### src/ldm_pkg.sv
package ldm_pkg;

    localparam int LINE_CHARS_DEF  = 3;
    localparam int SAMPLE_BITS_DEF = 12;

    localparam logic [11:0] DEADBAND_RST = 12'd10;
    localparam logic [15:0] DEBOUNCE_RST = 16'd200;
    localparam logic [15:0] PERIOD_RST   = 16'd999;

    localparam logic [1:0] CFG_DEADBAND = 2'd0;
    localparam logic [1:0] CFG_DEBOUNCE = 2'd1;
    localparam logic [1:0] CFG_PERIOD   = 2'd2;

    localparam logic [7:0] CH_CR    = 8'h0d;
    localparam logic [7:0] CH_LF    = 8'h0a;
    localparam logic [7:0] CH_SPACE = 8'h20;
    localparam logic [7:0] CH_TAB   = 8'h09;
    localparam logic [7:0] CH_VT    = 8'h0b;
    localparam logic [7:0] CH_FF    = 8'h0c;
    localparam logic [7:0] CH_PLUS  = 8'h2b;
    localparam logic [7:0] CH_MINUS = 8'h2d;
    localparam logic [7:0] CH_ZERO  = 8'h30;
    localparam logic [7:0] CH_NINE  = 8'h39;
    localparam logic [7:0] CH_O     = 8'h6f;
    localparam logic [7:0] CH_N     = 8'h6e;
    localparam logic [7:0] CASE_BIT = 8'h20;

    localparam logic [6:0] LEVEL_FULL = 7'd100;
    localparam logic [6:0] LEVEL_SAT  = 7'd101;
    localparam int         KNOB_SHIFT = 6;
    localparam int         KNOB_STEP  = 25;

    // x / 100 as (x * RECIP) >> RECIP_SHIFT, exact for x below 2^23
    localparam logic [23:0] RECIP       = 24'd10737419;
    localparam int          RECIP_SHIFT = 30;

    typedef enum logic [1:0] {
        OP_SERIAL = 2'd0,
        OP_BUTTON = 2'd1,
        OP_KNOB   = 2'd2,
        OP_TICK   = 2'd3
    } t_op;

    typedef enum logic [1:0] {
        SRC_NONE   = 2'd0,
        SRC_SERIAL = 2'd1,
        SRC_KNOB   = 2'd2,
        SRC_BUTTON = 2'd3
    } t_src;

    typedef struct packed {
        t_op         op;
        logic        eol;
        logic [7:0]  rx_byte;
        logic [31:0] stamp;
        logic [6:0]  knob_goal;
    } t_cmd;

    typedef struct packed {
        logic        valid;
        logic [1:0]  index;
        logic [15:0] data;
    } t_cfg_wr;

    typedef struct packed {
        t_src        src;
        logic        lamp;
        logic [6:0]  goal;
        logic [6:0]  level;
        logic [16:0] cmp;
    } t_result;

    function automatic logic [6:0] knob_goal(input logic [1:0] step);
        knob_goal = 7'({5'd0, step} * 7'(KNOB_STEP));
    endfunction

endpackage

### src/ldm_front.sv
module ldm_front #(
    parameter int SAMPLE_BITS = ldm_pkg::SAMPLE_BITS_DEF
) (
    input  logic                   s_axis_tvalid,
    output logic                   s_axis_tready,
    input  logic [1:0]             i_op,
    input  logic [7:0]             i_rx_byte,
    input  logic [31:0]            i_stamp,
    input  logic [SAMPLE_BITS-1:0] i_sample,
    input  logic                   i_queue_full,
    output logic                   o_push,
    output ldm_pkg::t_cmd          o_cmd,
    output logic [SAMPLE_BITS-1:0] o_sample
);
    import ldm_pkg::*;

    localparam int HW = SAMPLE_BITS - KNOB_SHIFT;

    logic [HW-1:0] w_hi;

    assign s_axis_tready = !i_queue_full;
    assign o_push        = s_axis_tvalid && !i_queue_full;
    assign w_hi          = i_sample[SAMPLE_BITS-1:KNOB_SHIFT];

    always_comb begin
        o_cmd.op      = t_op'(i_op);
        o_cmd.eol     = (i_rx_byte == CH_CR) || (i_rx_byte == CH_LF);
        o_cmd.rx_byte = i_rx_byte;
        o_cmd.stamp   = i_stamp;
        // sample / 64, clamped to the top step
        if (w_hi > HW'(3)) begin
            o_cmd.knob_goal = knob_goal(2'd3);
        end else begin
            o_cmd.knob_goal = knob_goal(w_hi[1:0]);
        end
    end

    assign o_sample = i_sample;

endmodule

### src/ldm_queue.sv
module ldm_queue #(
    parameter int WIDTH = 8
) (
    input  logic             i_clk,
    input  logic             i_rst_n,
    input  logic             i_push,
    input  logic [WIDTH-1:0] i_data,
    input  logic             i_pop,
    output logic [WIDTH-1:0] o_data,
    output logic             o_full,
    output logic             o_empty
);
    logic [WIDTH-1:0] r_mem [2];
    logic             r_wptr;
    logic             r_rptr;
    logic [1:0]       r_count;

    assign o_full  = (r_count == 2'd2);
    assign o_empty = (r_count == 2'd0);
    assign o_data  = r_mem[r_rptr];

    always_ff @(posedge i_clk) begin
        if (i_push) begin
            r_mem[r_wptr] <= i_data;
        end
    end

    always_ff @(posedge i_clk) begin
        if (!i_rst_n) begin
            r_wptr  <= 1'b0;
            r_rptr  <= 1'b0;
            r_count <= 2'd0;
        end else begin
            if (i_push) begin
                r_wptr <= ~r_wptr;
            end
            if (i_pop) begin
                r_rptr <= ~r_rptr;
            end
            if (i_push && !i_pop) begin
                r_count <= r_count + 2'd1;
            end else if (i_pop && !i_push) begin
                r_count <= r_count - 2'd1;
            end
        end
    end

endmodule

### src/ldm_back.sv
module ldm_back #(
    parameter int LINE_CHARS  = ldm_pkg::LINE_CHARS_DEF,
    parameter int SAMPLE_BITS = ldm_pkg::SAMPLE_BITS_DEF
) (
    input  logic                   i_clk,
    input  logic                   i_rst_n,
    input  logic                   i_cmd_valid,
    input  ldm_pkg::t_cmd          i_cmd,
    input  logic [SAMPLE_BITS-1:0] i_sample,
    output logic                   o_pop,
    input  ldm_pkg::t_cfg_wr       i_cfg,
    output logic                   o_valid,
    input  logic                   i_ready,
    output ldm_pkg::t_result       o_result
);
    import ldm_pkg::*;

    localparam int LW = $clog2(LINE_CHARS + 1);
    localparam int IW = $clog2(LINE_CHARS);
    localparam int DW = (SAMPLE_BITS > 12) ? SAMPLE_BITS : 12;

    typedef enum logic [1:0] {
        PS_LEAD   = 2'd0,
        PS_DIGITS = 2'd1,
        PS_FAIL   = 2'd2
    } t_parse;

    // configuration
    logic [11:0] r_deadband;
    logic [15:0] r_debounce;
    logic [15:0] r_period;

    // control state
    logic [7:0]             r_chars [LINE_CHARS];
    logic [LW-1:0]          r_len;
    logic                   r_lamp;
    logic [6:0]             r_goal;
    logic [6:0]             r_level;
    t_src                   r_src;
    logic [SAMPLE_BITS-1:0] r_acc;
    logic [31:0]            r_last;

    logic [LW-1:0]          n_len;
    logic                   n_lamp;
    logic [6:0]             n_goal;
    logic [6:0]             n_level;
    t_src                   n_src;
    logic [SAMPLE_BITS-1:0] n_acc;
    logic [31:0]            n_last;
    logic                   w_char_we;

    // line parse
    logic [LW-1:0]          w_cnt;
    logic                   w_is_on;
    logic                   w_num_ok;
    logic                   w_neg;
    logic [6:0]             w_val;

    logic [31:0]            w_elapsed;
    logic [SAMPLE_BITS-1:0] w_diff;

    // result pipeline
    logic        w_en;
    logic        r_v1, r_v2, r_v3;
    t_result     r_s1, r_s2;
    logic [16:0] r_pp1;
    logic [23:0] r_prod;
    t_result     r_s3;
    logic [47:0] w_quot;

    assign w_en  = !r_v3 || i_ready;
    assign o_pop = w_en && i_cmd_valid;

    always_comb begin
        logic          stop;
        t_parse        pst;
        logic          dig;
        logic [10:0]   acc;
        logic [7:0]    c;
        stop  = 1'b0;
        acc   = '0;
        c     = '0;
        w_cnt = '0;
        for (int k = 0; k < LINE_CHARS; k++) begin
            if (!stop && (LW'(k) < r_len) && (r_chars[k] != 8'd0)) begin
                w_cnt = LW'(k + 1);
            end else begin
                stop = 1'b1;
            end
        end
        pst   = PS_LEAD;
        dig   = 1'b0;
        w_neg = 1'b0;
        w_val = 7'd0;
        for (int k = 0; k < LINE_CHARS; k++) begin
            c = r_chars[k];
            if (LW'(k) < w_cnt) begin
                case (pst)
                    PS_LEAD: begin
                        if (c == CH_SPACE || c == CH_TAB || c == CH_VT || c == CH_FF) begin
                            pst = PS_LEAD;
                        end else if (c == CH_PLUS || c == CH_MINUS) begin
                            w_neg = (c == CH_MINUS);
                            pst   = PS_DIGITS;
                        end else if (c >= CH_ZERO && c <= CH_NINE) begin
                            acc   = 11'(w_val) * 11'd10 + 11'(c - CH_ZERO);
                            w_val = (acc > 11'(LEVEL_FULL)) ? LEVEL_SAT : acc[6:0];
                            dig   = 1'b1;
                            pst   = PS_DIGITS;
                        end else begin
                            pst = PS_FAIL;
                        end
                    end
                    PS_DIGITS: begin
                        if (c >= CH_ZERO && c <= CH_NINE) begin
                            acc   = 11'(w_val) * 11'd10 + 11'(c - CH_ZERO);
                            w_val = (acc > 11'(LEVEL_FULL)) ? LEVEL_SAT : acc[6:0];
                            dig   = 1'b1;
                        end else begin
                            pst = PS_FAIL;
                        end
                    end
                    default: begin
                        pst = PS_FAIL;
                    end
                endcase
            end
        end
        w_num_ok = dig && (pst != PS_FAIL);
        w_is_on  = (w_cnt == LW'(2)) && ((r_chars[0] | CASE_BIT) == CH_O)
                   && ((r_chars[1] | CASE_BIT) == CH_N);
    end

    assign w_elapsed = i_cmd.stamp - r_last;
    assign w_diff    = (i_sample >= r_acc) ? (i_sample - r_acc) : (r_acc - i_sample);

    always_comb begin
        n_len     = r_len;
        n_lamp    = r_lamp;
        n_goal    = r_goal;
        n_level   = r_level;
        n_src     = r_src;
        n_acc     = r_acc;
        n_last    = r_last;
        w_char_we = 1'b0;
        if (o_pop) begin
            case (i_cmd.op)
                OP_SERIAL: begin
                    if (i_cmd.eol) begin
                        n_len = '0;
                        if (w_cnt != '0) begin
                            if (w_is_on) begin
                                n_src = SRC_KNOB;
                            end else begin
                                if (w_num_ok) begin
                                    if (w_val == 7'd0) begin
                                        n_lamp = 1'b0;
                                        n_goal = 7'd0;
                                    end else if (!w_neg && w_val <= LEVEL_FULL) begin
                                        n_lamp = 1'b1;
                                        n_goal = w_val;
                                    end
                                end
                                n_src = SRC_SERIAL;
                            end
                        end
                    end else if (r_len < LW'(LINE_CHARS)) begin
                        w_char_we = 1'b1;
                        n_len     = r_len + LW'(1);
                    end
                end
                OP_BUTTON: begin
                    if (w_elapsed >= 32'(r_debounce)) begin
                        n_last = i_cmd.stamp;
                        n_lamp = ~r_lamp;
                        n_goal = r_lamp ? 7'd0 : LEVEL_FULL;
                        n_src  = SRC_BUTTON;
                    end
                end
                OP_KNOB: begin
                    if (r_src != SRC_SERIAL && r_src != SRC_BUTTON
                        && DW'(w_diff) >= DW'(r_deadband)) begin
                        n_acc  = i_sample;
                        n_goal = i_cmd.knob_goal;
                        n_lamp = (i_cmd.knob_goal != 7'd0);
                        n_src  = SRC_KNOB;
                    end
                end
                OP_TICK: begin
                    if (r_level < r_goal) begin
                        n_level = r_level + 7'd1;
                    end else if (r_level > r_goal) begin
                        n_level = r_level - 7'd1;
                    end
                end
                default: begin
                end
            endcase
        end
    end

    always_ff @(posedge i_clk) begin
        if (w_char_we) begin
            r_chars[r_len[IW-1:0]] <= i_cmd.rx_byte;
        end
    end

    always_ff @(posedge i_clk) begin
        if (!i_rst_n) begin
            r_deadband <= DEADBAND_RST;
            r_debounce <= DEBOUNCE_RST;
            r_period   <= PERIOD_RST;
            r_len      <= '0;
            r_lamp     <= 1'b0;
            r_goal     <= 7'd0;
            r_level    <= 7'd0;
            r_src      <= SRC_NONE;
            r_acc      <= '0;
            r_last     <= 32'd0;
        end else begin
            if (i_cfg.valid) begin
                case (i_cfg.index)
                    CFG_DEADBAND: r_deadband <= i_cfg.data[11:0];
                    CFG_DEBOUNCE: r_debounce <= i_cfg.data;
                    CFG_PERIOD:   r_period   <= i_cfg.data;
                    default: begin
                    end
                endcase
            end
            r_len   <= n_len;
            r_lamp  <= n_lamp;
            r_goal  <= n_goal;
            r_level <= n_level;
            r_src   <= n_src;
            r_acc   <= n_acc;
            r_last  <= n_last;
        end
    end

    // compare value: (period + 1) * level, then divide by 100
    assign w_quot = 48'(r_prod) * 48'(RECIP);

    always_ff @(posedge i_clk) begin
        if (!i_rst_n) begin
            r_v1 <= 1'b0;
            r_v2 <= 1'b0;
            r_v3 <= 1'b0;
        end else if (w_en) begin
            r_v1 <= o_pop;
            r_v2 <= r_v1;
            r_v3 <= r_v2;
        end
    end

    always_ff @(posedge i_clk) begin
        if (w_en) begin
            r_s1.src   <= n_src;
            r_s1.lamp  <= n_lamp;
            r_s1.goal  <= n_goal;
            r_s1.level <= n_level;
            r_s1.cmp   <= '0;
            r_pp1      <= 17'(r_period) + 17'd1;
            r_s2       <= r_s1;
            r_prod     <= 24'(r_pp1) * 24'(r_s1.level);
            r_s3.src   <= r_s2.src;
            r_s3.lamp  <= r_s2.lamp;
            r_s3.goal  <= r_s2.goal;
            r_s3.level <= r_s2.level;
            r_s3.cmp   <= w_quot[RECIP_SHIFT+16:RECIP_SHIFT];
        end
    end

    assign o_valid  = r_v3;
    assign o_result = r_s3;

endmodule

### src/led_dimmer_multi_source_control.sv
// a result passes through the queue, then the registers r_s1, r_s2 and r_s3, before it leaves
// throughput: one word per cycle while the output does not stall, set by the registered state update in the back end
// a 2-entry queue decouples input acceptance from the back end and output stall
// reset: synchronous active low, clears the control state but the line buffer and loads register defaults
module led_dimmer_multi_source_control #(
    parameter int LINE_CHARS  = ldm_pkg::LINE_CHARS_DEF,
    parameter int SAMPLE_BITS = ldm_pkg::SAMPLE_BITS_DEF
) (
    input  logic                                   i_clk,
    input  logic                                   i_rst_n,
    input  logic                                   s_axis_tvalid,
    output logic                                   s_axis_tready,
    // rx_byte[7:0], press_time_ms[39:8], knob_sample from bit 40, zero fill
    input  logic [((40 + SAMPLE_BITS + 7) / 8) * 8 - 1:0] s_axis_tdata,
    // operation[1:0]
    input  logic [1:0]                             s_axis_tuser,
    output logic                                   m_axis_tvalid,
    input  logic                                   m_axis_tready,
    // pwm_compare[16:0], current_level[23:17], target_level[30:24],
    // lamp_on[31], control_source[33:32], zero fill
    output logic [39:0]                            m_axis_tdata,
    input  logic                                   i_cfg_valid,
    output logic                                   o_cfg_ready,
    input  logic [1:0]                             i_cfg_index,
    input  logic [15:0]                            i_cfg_data
);
    import ldm_pkg::*;

    localparam int QW = $bits(t_cmd) + SAMPLE_BITS;

    logic                   w_full;
    logic                   w_empty;
    logic                   w_push;
    logic                   w_pop;
    t_cmd                   w_front_cmd;
    logic [SAMPLE_BITS-1:0] w_front_sample;
    logic [QW-1:0]          w_q_out;
    t_cmd                   w_back_cmd;
    logic [SAMPLE_BITS-1:0] w_back_sample;
    t_cfg_wr                w_cfg;
    t_result                w_result;

    assign o_cfg_ready = 1'b1;
    assign w_cfg.valid = i_cfg_valid;
    assign w_cfg.index = i_cfg_index;
    assign w_cfg.data  = i_cfg_data;

    ldm_front #(
        .SAMPLE_BITS(SAMPLE_BITS)
    ) u_front (
        .s_axis_tvalid(s_axis_tvalid),
        .s_axis_tready(s_axis_tready),
        .i_op         (s_axis_tuser),
        .i_rx_byte    (s_axis_tdata[7:0]),
        .i_stamp      (s_axis_tdata[39:8]),
        .i_sample     (s_axis_tdata[40 +: SAMPLE_BITS]),
        .i_queue_full (w_full),
        .o_push       (w_push),
        .o_cmd        (w_front_cmd),
        .o_sample     (w_front_sample)
    );

    ldm_queue #(
        .WIDTH(QW)
    ) u_queue (
        .i_clk  (i_clk),
        .i_rst_n(i_rst_n),
        .i_push (w_push),
        .i_data ({w_front_sample, w_front_cmd}),
        .i_pop  (w_pop),
        .o_data (w_q_out),
        .o_full (w_full),
        .o_empty(w_empty)
    );

    assign w_back_cmd    = w_q_out[$bits(t_cmd)-1:0];
    assign w_back_sample = w_q_out[QW-1:$bits(t_cmd)];

    ldm_back #(
        .LINE_CHARS (LINE_CHARS),
        .SAMPLE_BITS(SAMPLE_BITS)
    ) u_back (
        .i_clk      (i_clk),
        .i_rst_n    (i_rst_n),
        .i_cmd_valid(!w_empty),
        .i_cmd      (w_back_cmd),
        .i_sample   (w_back_sample),
        .o_pop      (w_pop),
        .i_cfg      (w_cfg),
        .o_valid    (m_axis_tvalid),
        .i_ready    (m_axis_tready),
        .o_result   (w_result)
    );

    assign m_axis_tdata = {6'd0, w_result};

endmodule

### config.mk
export PLATFORM = sky130hd
export DESIGN_NAME = led_dimmer_multi_source_control
export DESIGN_NICKNAME = d
export VERILOG_FILES = /design/src/ldm_pkg.sv /design/src/ldm_front.sv /design/src/ldm_queue.sv /design/src/ldm_back.sv /design/src/led_dimmer_multi_source_control.sv
export SDC_FILE = /design/constraint.sdc
export NUM_CORES = 2
export LEC_CHECK = 0
export BUFFER_PORTS_ARGS = -buffer_cell sky130_fd_sc_hd__buf_2
export CORE_UTILIZATION = 40
export DETAILED_ROUTE_END_ITERATION = 8
export SYNTH_ARGS = -nofsm -noshare
export SYNTH_HDL_FRONTEND = slang
export SYNTH_SLANG_ARGS = --single-unit
### constraint.sdc
create_clock -name i_clk -period 19.77 [get_ports i_clk]
set_input_delay 0.9885 -clock i_clk [delete_from_list [all_inputs] [get_ports i_clk]]
set_output_delay 0.9885 -clock i_clk [all_outputs]
set_load 0.03 [all_outputs]
==> metrics.txt <==
FFs w/ async S/R, synth 0; clock tree sinks 368; fin nets 4,128; hold buffers post-CTS 0; final hold vios 0; Synth area leaders edfxtp_1 23%, fa_1 18%, ha_1 17%; FP Rows around 110; Post-Layout Cell Count 4,383; CTS tree yes; HPWL Detailed 57,100 um; first-pass GRT wire length 119,000 um; drt pass-1 iters 5; Worst path slowest cell a2111oi_2; vias in the first global route 22.8k; Worst Hold Class flip-flop to flip-flop; CTS max path bufs 3; post-CTS sizing 0; total gr overflow 0; FMAX about 89 MHz; Port Buffers 112; Startpoint Class flip-flop; final WL 72,100 um; Worst-Skew Late Latency 0.59 ns; post-synth top area share 0.226; Critical Path AT 11.59 ns; hold_ws 0.408 ns; nature of the critical path endpoint flip-flop; number of synthesized flops with an enable pin 253; core region area a little over 80,000 um2; post-route setup TNS 0 ns; maxcap violations 0; number of H-tree levels 2; Max Slew Vio Count 0; Diodes inserted 0; Die Y 292 um; mean post-synth cell area 10.6 um2; gr usage total 0.173; Clk pin slew, worst setup/hold paths 0.07 ns; CP peak stage delay roughly 0.6 ns; cell repeated most along the worst path ha_1; root buf cell clkbuf_16; CP Buf/Inv Count 4; largest net degree at the start of global routing 90; Setup violations, final 0; Placed Cells 4,305; Tcrit/Tclk final 0.571; post-route DRC violation count 0; Crit Path Class flip-flop to flip-flop; setup bufs post-CTS 0; I/O pin cnt 124; antenna violations before repair 1; Vias 22.4k; worst-path fanout max 9; post-synth top area cell edfxtp_1; layout cells sized above 1 0.0893; CP top delay family compound AO/OA/AOI/OAI gates; Clock Skews 0.0251 ns; Synth cell types 106; Final Wtd Congestion ~0.88; vias per std cell approximately 5.1; total CTS buffers 42; post-synthesis cell area 33,600 um2; sequential element share of the synthesized area 0.295; minimum clock period about 11 ns; Initial DRC Count 1,241; Slew Limit Headroom 0.333; RSZ-0062 raised after global routing no; outcome finished, final reports clean; Cells after Synth 3,177; synthesis-to-finish area growth 9.23%; Avg WL per Cell about 16 um; die width 292 um; DRT antenna net count 0; flops & latches, synth 368; Critical Path RT 20.08 ns; Slew @ Worst Pin 1.00 ns; Initial Util 0.407; Post-synth top flop edfxtp_1; die area 85,100 um2; Synth warnings 0
logic make-up (layout without fill, tap and decap cells):
group | Yosys count | count (layout) | synth area share
other | 2 | 9 | 0.000224
DFF | 368 | 368 | 0.295
AOI/OAI and AO/OA | 519 | 519 | 0.110
buffers and inverters | 551 | 680 | 0.0637
and+or+nand+nor | 746 | 746 | 0.112
adders and majority gates | 768 | 768 | 0.354
xor gates and xnor gates | 113 | 113 | 0.0295
muxes | 110 | 110 | 0.0347
final timing paths:
kind	startpoint	end	slack (ns)	depth (start not counted)
max reg2reg	u_back.r_chars[0][2]$_DFFE_PP_	u_back.r_s1[26]$_DFFE_PP_	8.49	41
min reg2reg	u_back.r_s2[20]$_DFFE_PP_	u_back.o_result[20]$_DFFE_PP_	0.41	0
min	u_back.r_s2[20]$_DFFE_PP_	u_back.o_result[20]$_DFFE_PP_	0.41	0
max	u_back.r_chars[0][2]$_DFFE_PP_	u_back.r_s1[26]$_DFFE_PP_	8.49	41
stage by stage:
stage / setup WS, ns / instance area (um2) / util
final: 8.49 / 36700 / 0.444
after detailed placement: 8.63 / 35300 / 0.427
after global placement: 8.80 / 35300 / 0.427
after global routing: 7.53 / 36700 / 0.444
after CTS: 8.60 / 36700 / 0.444
after floorplan: 10.26 / 33600 / -
worst register-to-register path, delay by kind of cell (launching register included):
kind	cells	cell delay, ns
xor+xnor	2	0.29
compound gates	16	4.78
flops	1	0.56
mux	1	0.38
buf+inv	4	0.40
simple gates	10	2.30
fa+ha+maj	8	2.31
registers in the layout (all words and copies together), names as in the netlist, 2 cells and up, named ones only:
name / cells
u_back.r_src: 2
u_back.r_s2: 17
u_back.r_len: 2
u_back.r_last: 32
u_queue.r_count: 2
u_queue.r_mem: 120
u_back.r_level: 7
u_back.r_acc: 12
u_back.r_goal: 7
u_back.r_debounce: 16
u_back.r_deadband: 12
u_back.r_pp1: 17
u_back.r_s1: 17
u_back.r_period: 16
u_back.o_result: 34
u_back.r_chars: 24
u_back.r_prod: 24
Yosys cell counts, types with 20 or more instances:
master and instances:
inv_1 476, ha_1 463, fa_1 305, nand2_1 273, edfxtp_1 253, nor2_1 125
dfxtp_1 115, a21oi_1 100, xnor2_1 80, o21ai_0 67, a21o_1 63, and2_1 61
mux2i_1 59, nor2b_1 56, clkbuf_1 54, mux2_2 50, a21boi_0 41, nand3_1 40
o21a_1 38, nor3_1 37, xor2_1 33, nand4_1 25, o211ai_1 25, a31oi_1 20
and3_1 20, o21bai_1 20
layer usage:
metal,vias up,GRT usage,share of wire
met5,-,0,0
met4,0,0.0398,0.019
met3,71,0.0255,0.046
met2,383,0.284,0.46
met1,10800,0.241,0.47
li1,11100,-,-
final cells by class:
| class | count | area [um2] |
|---|---|---|
| clock inverters | 26 | 259 |
| flip-flops and latches | 368 | 9900 |
| clock buffers | 52 | 1140 |
| fillers | 7883 | 45800 |
| multi-input cells | 2265 | 21600 |
| inverters | 476 | 1790 |
| repair buffers | 126 | 668 |
| well taps | 1070 | 1340 |
placed cells by master, fill, tap and decap left out, types with 16 or more instances in the layout:
cell type,synthesis,routed
and3_1,20,19
dfxtp_1,115,114
mux2i_1,59,59
xnor2_1,80,80
mux2_2,50,50
inv_1,476,475
o21bai_1,20,20
a21o_1,63,63
nor3_1,37,37
o21a_1,38,38
edfxtp_1,253,253
a31oi_1,20,20
nor2b_1,56,56
and2_1,61,61
buf_2,4,111
nand2b_1,19,19
o211ai_1,25,25
nand3_1,40,40
o211a_1,17,17
nand2_1,273,273
nand4_1,25,25
ha_1,463,463
xor2_1,33,33
fa_1,305,305
a211oi_1,16,16
clkbuf_16,0,43
a21oi_1,100,100
o21ai_0,67,67
nor2_1,125,124
a21boi_0,41,41
Power is not shown: default switching activity piles up to over one toggle a cycle in this logic, so the estimate is an artifact.
